**src/hw/rtl/ealu_pkg.sv**
```systemverilog
// Package for the 8-bit CPU ALU: operation codes, flag positions and beat types.
// Used by ealu_alu and by the eight_bit_cpu_alu_with_flags_core top level.
package ealu_pkg;

  typedef enum logic [4:0] {
    OP_ADD     = 5'd0,
    OP_ADC     = 5'd1,
    OP_SUB     = 5'd2,
    OP_SBC     = 5'd3,
    OP_AND     = 5'd4,
    OP_XOR     = 5'd5,
    OP_OR      = 5'd6,
    OP_CP      = 5'd7,
    OP_INC8    = 5'd8,
    OP_DEC8    = 5'd9,
    OP_RLCA    = 5'd10,
    OP_RRCA    = 5'd11,
    OP_RLA     = 5'd12,
    OP_RRA     = 5'd13,
    OP_CPL     = 5'd14,
    OP_DAA     = 5'd15,
    OP_ADD16   = 5'd16,
    OP_ADDSPE8 = 5'd17,
    OP_INC16   = 5'd18,
    OP_DEC16   = 5'd19
  } op_t;

  localparam int FLAG_Z = 3;
  localparam int FLAG_N = 2;
  localparam int FLAG_H = 1;
  localparam int FLAG_C = 0;

  localparam logic [7:0] DAA_LOW_ADJ  = 8'h06;
  localparam logic [7:0] DAA_HIGH_ADJ = 8'h60;
  localparam logic [7:0] DAA_HIGH_LIM = 8'h99;
  localparam logic [3:0] DAA_LOW_LIM  = 4'h9;

  typedef struct packed {
    logic [4:0]  operation;
    logic [7:0]  accumulator;
    logic [7:0]  operand;
    logic [3:0]  flags_in;
    logic [15:0] word_a;
    logic [15:0] word_b;
  } in_t;

  typedef struct packed {
    logic [15:0] result;
    logic [3:0]  flags_out;
  } out_t;

endpackage

```
**src/hw/rtl/ealu_alu.sv**
```systemverilog
// Combinational datapath of the 8-bit CPU ALU: 8-bit and 16-bit operations and flags.
// Depends on ealu_pkg for operation codes, flag positions and beat types.
module ealu_alu
  import ealu_pkg::*;
(
  input  in_t  op,
  output out_t res
);

  logic [7:0]  a;
  logic [7:0]  b;
  logic [3:0]  f;
  logic        cin;
  logic        t_add;
  logic        t_sub;
  logic [8:0]  add_s;
  logic [4:0]  add_h;
  logic [8:0]  sub_d;
  logic [4:0]  sub_h;
  logic [7:0]  inc_r;
  logic [7:0]  dec_r;
  logic [7:0]  daa_adj;
  logic        daa_c;
  logic [7:0]  daa_r;
  logic [16:0] w_sum;
  logic [12:0] w_h;
  logic [15:0] sp_r;
  logic [4:0]  sp_h;
  logic [8:0]  sp_c;

  assign a   = op.accumulator;
  assign b   = op.operand;
  assign f   = op.flags_in;
  assign cin = f[FLAG_C];

  assign t_add = (op.operation == OP_ADC) ? cin : 1'b0;
  assign t_sub = (op.operation == OP_SBC) ? cin : 1'b0;

  assign add_s = {1'b0, a} + {1'b0, b} + {8'h00, t_add};
  assign add_h = {1'b0, a[3:0]} + {1'b0, b[3:0]} + {4'h0, t_add};
  assign sub_d = {1'b0, a} - {1'b0, b} - {8'h00, t_sub};
  assign sub_h = {1'b0, a[3:0]} - {1'b0, b[3:0]} - {4'h0, t_sub};

  assign inc_r = b + 8'd1;
  assign dec_r = b - 8'd1;

  always_comb begin
    daa_adj = 8'h00;
    daa_c   = f[FLAG_C];
    if (f[FLAG_N]) begin
      if (f[FLAG_H]) daa_adj = daa_adj + DAA_LOW_ADJ;
      if (f[FLAG_C]) daa_adj = daa_adj + DAA_HIGH_ADJ;
      daa_r = a - daa_adj;
    end else begin
      if (f[FLAG_H] || (a[3:0] > DAA_LOW_LIM)) daa_adj = daa_adj + DAA_LOW_ADJ;
      if (f[FLAG_C] || (a > DAA_HIGH_LIM)) begin
        daa_adj = daa_adj + DAA_HIGH_ADJ;
        daa_c   = 1'b1;
      end
      daa_r = a + daa_adj;
    end
  end

  assign w_sum = {1'b0, op.word_a} + {1'b0, op.word_b};
  assign w_h   = {1'b0, op.word_a[11:0]} + {1'b0, op.word_b[11:0]};
  assign sp_r  = op.word_a + {{8{b[7]}}, b};
  assign sp_h  = {1'b0, op.word_a[3:0]} + {1'b0, b[3:0]};
  assign sp_c  = {1'b0, op.word_a[7:0]} + {1'b0, b};

  always_comb begin
    res.result    = 16'h0000;
    res.flags_out = f;
    case (op.operation)
      OP_ADD, OP_ADC: begin
        res.result    = {8'h00, add_s[7:0]};
        res.flags_out = {add_s[7:0] == 8'h00, 1'b0, add_h[4], add_s[8]};
      end
      OP_SUB, OP_SBC, OP_CP: begin
        res.result    = (op.operation == OP_CP) ? {8'h00, a} : {8'h00, sub_d[7:0]};
        res.flags_out = {sub_d[7:0] == 8'h00, 1'b1, sub_h[4], sub_d[8]};
      end
      OP_AND: begin
        res.result    = {8'h00, a & b};
        res.flags_out = {(a & b) == 8'h00, 1'b0, 1'b1, 1'b0};
      end
      OP_XOR: begin
        res.result    = {8'h00, a ^ b};
        res.flags_out = {(a ^ b) == 8'h00, 3'b000};
      end
      OP_OR: begin
        res.result    = {8'h00, a | b};
        res.flags_out = {(a | b) == 8'h00, 3'b000};
      end
      OP_INC8: begin
        res.result    = {8'h00, inc_r};
        res.flags_out = {inc_r == 8'h00, 1'b0, b[3:0] == 4'hF, f[FLAG_C]};
      end
      OP_DEC8: begin
        res.result    = {8'h00, dec_r};
        res.flags_out = {dec_r == 8'h00, 1'b1, b[3:0] == 4'h0, f[FLAG_C]};
      end
      OP_RLCA: begin
        res.result    = {8'h00, a[6:0], a[7]};
        res.flags_out = {3'b000, a[7]};
      end
      OP_RRCA: begin
        res.result    = {8'h00, a[0], a[7:1]};
        res.flags_out = {3'b000, a[0]};
      end
      OP_RLA: begin
        res.result    = {8'h00, a[6:0], cin};
        res.flags_out = {3'b000, a[7]};
      end
      OP_RRA: begin
        res.result    = {8'h00, cin, a[7:1]};
        res.flags_out = {3'b000, a[0]};
      end
      OP_CPL: begin
        res.result    = {8'h00, ~a};
        res.flags_out = {f[FLAG_Z], 1'b1, 1'b1, f[FLAG_C]};
      end
      OP_DAA: begin
        res.result    = {8'h00, daa_r};
        res.flags_out = {daa_r == 8'h00, f[FLAG_N], 1'b0, daa_c};
      end
      OP_ADD16: begin
        res.result    = w_sum[15:0];
        res.flags_out = {f[FLAG_Z], 1'b0, w_h[12], w_sum[16]};
      end
      OP_ADDSPE8: begin
        res.result    = sp_r;
        res.flags_out = {2'b00, sp_h[4], sp_c[8]};
      end
      OP_INC16: begin
        res.result = op.word_a + 16'd1;
      end
      OP_DEC16: begin
        res.result = op.word_a - 16'd1;
      end
      default: begin
        res.result    = 16'h0000;
        res.flags_out = f;
      end
    endcase
  end

endmodule

```
**src/hw/rtl/eight_bit_cpu_alu_with_flags_core.sv**
```systemverilog
// 8-bit CPU ALU with Z/N/H/C flags: input register, ALU datapath, result register.
// A beat is held in the input register, passes the ALU datapath and is registered onto res.
// Throughput: one beat per cycle while res_stall is low; the single-pass datapath sets the rate.
// Reset (rst, synchronous, active high) empties both register stages.
// Depends on ealu_pkg and ealu_alu.
module eight_bit_cpu_alu_with_flags_core
  import ealu_pkg::*;
(
  input  logic clk,
  input  logic rst,
  input  logic op_valid,
  output logic op_stall,
  input  in_t  op,
  output logic res_valid,
  input  logic res_stall,
  output out_t res
);

  logic s1_valid;
  in_t  s1_data;
  out_t alu_out;
  logic res_hold;
  logic s1_move;
  logic op_take;

  assign res_hold = res_valid && res_stall;
  assign s1_move  = s1_valid && !res_hold;
  assign op_stall = s1_valid && res_hold;
  assign op_take  = op_valid && !op_stall;

  ealu_alu u_alu (
    .op  (s1_data),
    .res (alu_out)
  );

  always_ff @(posedge clk) begin
    if (rst) begin
      s1_valid  <= 1'b0;
      res_valid <= 1'b0;
    end else begin
      if (!op_stall) s1_valid <= op_valid;
      if (!res_hold) res_valid <= s1_valid;
    end
  end

  always_ff @(posedge clk) begin
    if (op_take) s1_data <= op;
    if (s1_move) res <= alu_out;
  end

  a_stall_only_when_full: assert property (@(posedge clk) disable iff (rst)
    op_stall |-> (s1_valid && res_valid))
    else $error("input stalled while a stage is free");

  a_stage_advance: assert property (@(posedge clk) disable iff (rst)
    s1_move |=> res_valid)
    else $error("advanced beat lost at the result register");

  a_cp_keeps_acc: assert property (@(posedge clk) disable iff (rst)
    (s1_move && (s1_data.operation == OP_CP))
      |=> (res.result == {8'h00, $past(s1_data.accumulator)}))
    else $error("compare changed the accumulator");

endmodule
```
**config.mk**
```make
export PLATFORM = sky130hd
export DESIGN_NAME = eight_bit_cpu_alu_with_flags_core
export DESIGN_NICKNAME = d
export VERILOG_FILES = /design/src/hw/rtl/ealu_pkg.sv /design/src/hw/rtl/ealu_alu.sv /design/src/hw/rtl/eight_bit_cpu_alu_with_flags_core.sv
export SDC_FILE = /design/constraint.sdc
export NUM_CORES = 1
export LEC_CHECK = 0
export ABC_AREA = 0
export BUFFER_PORTS_ARGS = -buffer_cell sky130_fd_sc_hd__buf_2
export CORE_AREA = 2 2 111 113
export CTS_BUF_LIST = sky130_fd_sc_hd__clkbuf_8
export CTS_CLUSTER_SIZE = 10
export DETAILED_ROUTE_END_ITERATION = 8
export DIE_AREA = 0 0 113 115
export HOLD_SLACK_MARGIN = 0.08
export PLACE_DENSITY = 0.83
export RECOVER_POWER = 50
export SLEW_MARGIN = 25
export SYNTH_ARGS = -nofsm -noshare
export SYNTH_HDL_FRONTEND = slang
export SYNTH_HIERARCHICAL = 1
export SYNTH_SLANG_ARGS = --single-unit
```
**constraint.sdc**
```tcl
create_clock -name clk -period 10.5 [get_ports clk]
set_input_delay 2.625 -clock clk [delete_from_list [all_inputs] [get_ports clk]]
set_output_delay 2.625 -clock clk [all_outputs]
set_load 0.02 [all_outputs]
```
Word level (Yosys, flattened, before mapping) --
Cells that the tools add are included.
Storage, ports and cells: bits in registers 79, bits of input ports 61, output and inout port bits 22, logic and storage cells 95
Operators by class: add/subtract/negate cells 21, magnitude comparators 2, equal/unequal tests 20, mux-type cells 16, bitwise logic cells 4, reductions and logical operators 22
Operators with widths (number):
- 16-bit one-hot mux with 17 select lines | 1
- 8-bit zero test | 8
- 8-bit two-way mux | 8
- 4-bit one-hot mux with 13 select lines | 1
- 5-bit by 4-bit == test with 1-bit output (second input constant) | 8
- 5-bit by 3-bit == test with 1-bit output (second input constant) | 4
- 5-bit == test (second input constant) | 4
- 8-bit by 8-bit adder with 9-bit output | 2
- 16-bit by 16-bit adder with 17-bit output | 1
- 16-bit by 1-bit adder with 16-bit output (second input constant) | 1
- 16-bit adder | 1
- 8-bit by 7-bit adder with 8-bit output (second input constant) | 2
- 16-bit by 1-bit subtractor with 16-bit output (second input constant) | 1
- 12-bit by 12-bit adder with 13-bit output | 1
- 4-bit by 4-bit adder with 5-bit output | 2
- 5-bit by 2-bit == test with 1-bit output (second input constant) | 2
- 9-bit by 1-bit adder with 9-bit output | 1
- 8-bit by 8-bit subtractor with 9-bit output | 1
- 9-bit by 1-bit subtractor with 9-bit output | 1
- 8-bit by 1-bit adder with 8-bit output (second input constant) | 1
- 8-bit adder | 1
- 8-bit bitwise AND | 1
- 8-bit > comparator (second input constant) | 1
- 8-bit inverter | 1
- other kinds (19) | 30

Depth between registers and ports, before layout --
depth after elaboration 11, depth in mapped cells 16

By module --
Netlist, hierarchy kept.
Modules (own cells, without submodules):
- ealu_alu | times used 1, cells each 662, area each 4624.4 sq um, seq. area each 0.0 sq um
- eight_bit_cpu_alu_with_flags_core | times used 1, cells each 87, area each 2398.6 sq um, seq. area each 2352.3 sq um

Worst setup path after synthesis --
No wires, ideal clock.
kind input -> register, start in res_stall, end reg s1_data[0] (netlist name), enable pin, data arrival time 5.223 ns, path slack 4.805 ns, cell stages on the path 3, cells stage by stage nand3_2 > inv_1 > nor2_1
On the way: longest elaborated chain between the ends 4
Ends and longest elaborated chain:
- from (decl) | RTL line eight_bit_cpu_alu_with_flags_core.sv:15 | input logic res_stall,
- 1-bit logical AND | RTL line eight_bit_cpu_alu_with_flags_core.sv:26 | assign res_hold = res_valid && res_stall;
- 1-bit logical AND | RTL line eight_bit_cpu_alu_with_flags_core.sv:28 | assign op_stall = s1_valid && res_hold;
- net op_stall | RTL line eight_bit_cpu_alu_with_flags_core.sv:12 | output logic op_stall,
- 1-bit zero test
- 1-bit logical AND | RTL line eight_bit_cpu_alu_with_flags_core.sv:29 | assign op_take = op_valid && !op_stall;
- net op_take | RTL line eight_bit_cpu_alu_with_flags_core.sv:24 | logic op_take;
- to (signal assigned) | RTL line eight_bit_cpu_alu_with_flags_core.sv:47 | if (op_take) s1_data <= op;
- to (decl) | RTL line eight_bit_cpu_alu_with_flags_core.sv:20 | in_t s1_data;
The timed path passes the listed nets, and every way through them passes these cells. A chain may end at the register's enable or synchronous reset.

Worst setup path after layout --
start in res_stall, end out op_stall
On the way: longest elaborated chain between the ends 2
Ends and longest elaborated chain (RTL line):
- 1-bit logical AND | eight_bit_cpu_alu_with_flags_core.sv:26
- 1-bit logical AND | eight_bit_cpu_alu_with_flags_core.sv:28
- to (decl) | eight_bit_cpu_alu_with_flags_core.sv:12
No other way between the ends.

==> flow_metrics.tcl <==
set metrics [dict create \
    start_util_pct 59.5 \
    synth-seq-cells 79 \
    cts.clk_slew.worst_paths_ns 0.09 \
    finalInstanceArea_um2 7670 \
    route.detailed.drc 4 \
    syn_area_um2 7020 \
    post_drt_wl_per_cell_um 23.4 \
    cts_tree "yes" \
    fmax_mhz 172 \
    required_ns 7.88 \
    r2r_cells 13 \
    min_period_ns 5.80 \
    grt.busiest_layer "met2" \
    p_seq_share_pct 43.6 \
    hpwl_um 17400 \
    place.gp.congestion 1.08 \
    p_int_mw 0.580 \
    chipWidth_um 113 \
    finClkSkew_ns 0.0143 \
    synth.net_count 898 \
    drt_iter0_drc 576 \
    combPwrFrac_pct 33.1 \
    io_pins 83 \
    setup_viol 0 \
    cts_made_buffers 9 \
    ctsHoldBuffers 0 \
    met2_usage_pct 58.8 \
    vias_per_cell 6.77 \
    antennaDiodeCount 0 \
    synth_top_flop_cell "edfxtp_1" \
    whs_endpoint "res_valid$_SDFFE_PP0N_" \
    synth_commonest_cells "82 x ha_1, 77 x edfxtp_1, 71 x nor2_1, 54 x a21oi_1, 47 x nand2_1" \
    grt_max_degree 58 \
    power_mw 0.910 \
    worst_r2r_startpoint "s1_data[54]$_DFFE_PP_" \
    p_sw_share_pct 36.3 \
    crit_path_end_kind "output pin" \
    vias 6578 \
    nets 969 \
    violations "design-rule violations" \
    worst-setup-path-type "primary input to output pin" \
    synthToLayoutAreaGrowth_pct 9.25 \
    fin_setup_tns_ns 0 \
    cellPowerDensity_nw_per_um2 119 \
    drive_above_1_share_pct 13.3 \
    placed_cell_area_um2 7520 \
    num_rows 40 \
    synth_warnings 6 \
    core_area_um2 11800 \
    peakVddDrop_uv 92.3 \
    die_area_um2 13000 \
    crit_path_start_kind "primary input" \
    htreeDepth 3 \
    p_clk_share_pct 23.3 \
    dr.pass1.iters 8 \
    synth_cells 749 \
    fp.dieH_um 115 \
    r2r_end "res[11]$_DFFE_PP_" \
    finalHoldViolations 0 \
    worstSkewPairLatency_ns 0.39 \
    rrSetupSlack_ns 5.44 \
    period_share_pct 55.3 \
    p_switching_mw 0.330 \
    whs_path_depth 2 \
    yosys.cell_types.count 74 \
    grt_use_met1_pct 44.2 \
    cts_max_path_buffers 2 \
    grt-ovfl-total 0 \
    crit_fanout 3 \
    grt_pass1_vias 6446 \
    maxSlewHeadroom_pct 13.7 \
    synth_top_area_share_pct 32.9 \
    slew_violations 0 \
    hp-start "s1_valid$_SDFFE_PP0N_" \
    met3_usage_pct 7.27 \
    root_buffer "clkbuf_8" \
    placed_cells 956 \
    hold_class "flop to flop" \
    ys_async_sr_fraction_pct 0 \
    rsz0062_at_grt "no" \
    synth_area_leaders "edfxtp_1 33%, ha_1 15%, xnor2_1 4.1%" \
    cp.arrival_ns 3.18 \
    wl_um 22700 \
    postCtsSetupBuffers 0 \
    clock-sinks 79 \
    stdcell_count 972 \
    syn_avg_cell_area_um2 9.38 \
    grt.total_usage_pct 35.7 \
    synth-edff-count 77 \
    p_leak_nw 3.11 \
    yosysMostFrequentCell "ha_1" \
    postRouteAntennaNets 0 \
    status "finished, violations left" \
    antenna_found_initial 0 \
    port_buffers 82 \
    yosysSeqAreaShare_pct 33.5 \
    cts_resized 0 \
    worstMarginPinSlew_ns 1.29 \
    max_cap_viol_count 0 \
    grt_pass1_wl_um 34900 \
    yosysTopAreaCell "edfxtp_1" \
]
-- critical path, stage by stage --
cell      delay (ns)
clkbuf_1        0.11
nand3_1         0.13
inv_1           0.13
buf_2           0.18
-- placed cells by master (no fill, tap or decap), types with 16 or more instances in the layout --
| master | netlist | routed |
|---|---|---|
| a21oi_1 | 54 | 54 |
| buf_2 | 16 | 72 |
| edfxtp_1 | 77 | 77 |
| ha_1 | 82 | 82 |
| inv_1 | 36 | 38 |
| nand2_1 | 47 | 47 |
| nand3_1 | 15 | 16 |
| nor2_1 | 71 | 70 |
| o21ai_0 | 44 | 44 |
| o22ai_1 | 21 | 21 |
| xnor2_1 | 33 | 33 |
| xor2_1 | 20 | 20 |
-- flip-flops by register name, indices dropped and copies added (netlist names) --
signal     count
res           20
s1_valid       1
s1_data       57
res_valid      1
-- per-stage QoR --
step	hold WS [ns]	util, %	setup slack (ns)
2_1_floorplan	0.461	-	4.80
3_3_place_gp	0.473	63.7	4.76
3_5_place_dp	0.491	63.7	4.74
4_1_cts	0.502	65.2	4.74
5_1_grt	0.533	65.0	4.64
6_report	0.500	65.0	4.70
-- power groups by stage --
| stage | registers [mW] | clock network, mW | logic [mW] |
|---|---|---|---|
| after global placement | 0.402 | 0 | 0.283 |
| after CTS | 0.396 | 0.217 | 0.294 |
| after global routing | 0.400 | 0.224 | 0.326 |
| after floorplan | 0.395 | 0 | 0.210 |
| final | 0.397 | 0.212 | 0.301 |
| after detailed placement | 0.403 | 0 | 0.291 |
-- kinds of logic (layout without fill, tap and decap cells) --
logic type	count (synthesis)	count (layout)	synth area share [%]
compound gates	233	233	22.1
simple gates	223	223	16.1
xor+xnor	53	53	6.61
buf+inv	63	139	3.97
flops	79	79	33.5
mux	10	10	1.44
fa+ha+maj	88	88	16.3
-- area by class of cell --
class | instances | area, um2
Inverter | 36 | 135
Tap cell | 147 | 184
Clock inverter | 6 | 37.5
Clock buffer | 10 | 138
Sequential cell | 79 | 2350
Fill cell | 975 | 4140
Timing Repair Buffer | 87 | 432
Multi-Input combinational cell | 607 | 4390
-- metal layers --
metal / vias to the layer above / routed length [um]
met5: - / 0
met4: 0 / 1260
met3: 77 / 1980
met2: 383 / 10600
met1: 3128 / 8810
li1: 2990 / -
-- worst max path at each step --
stage	from	to	depth (start not counted)	slack, ns
floorplan	res_stall	s1_data[0]$_DFFE_PP_	3	4.80
detailed placement	res_stall	op_stall	4	4.74
finish	res_stall	op_stall	4	4.70
CTS	res_stall	op_stall	4	4.74
global placement	res_stall	op_stall	4	4.76
global route	res_stall	op_stall	4	4.64
Note: power is estimated with default switching activity, not from simulation.
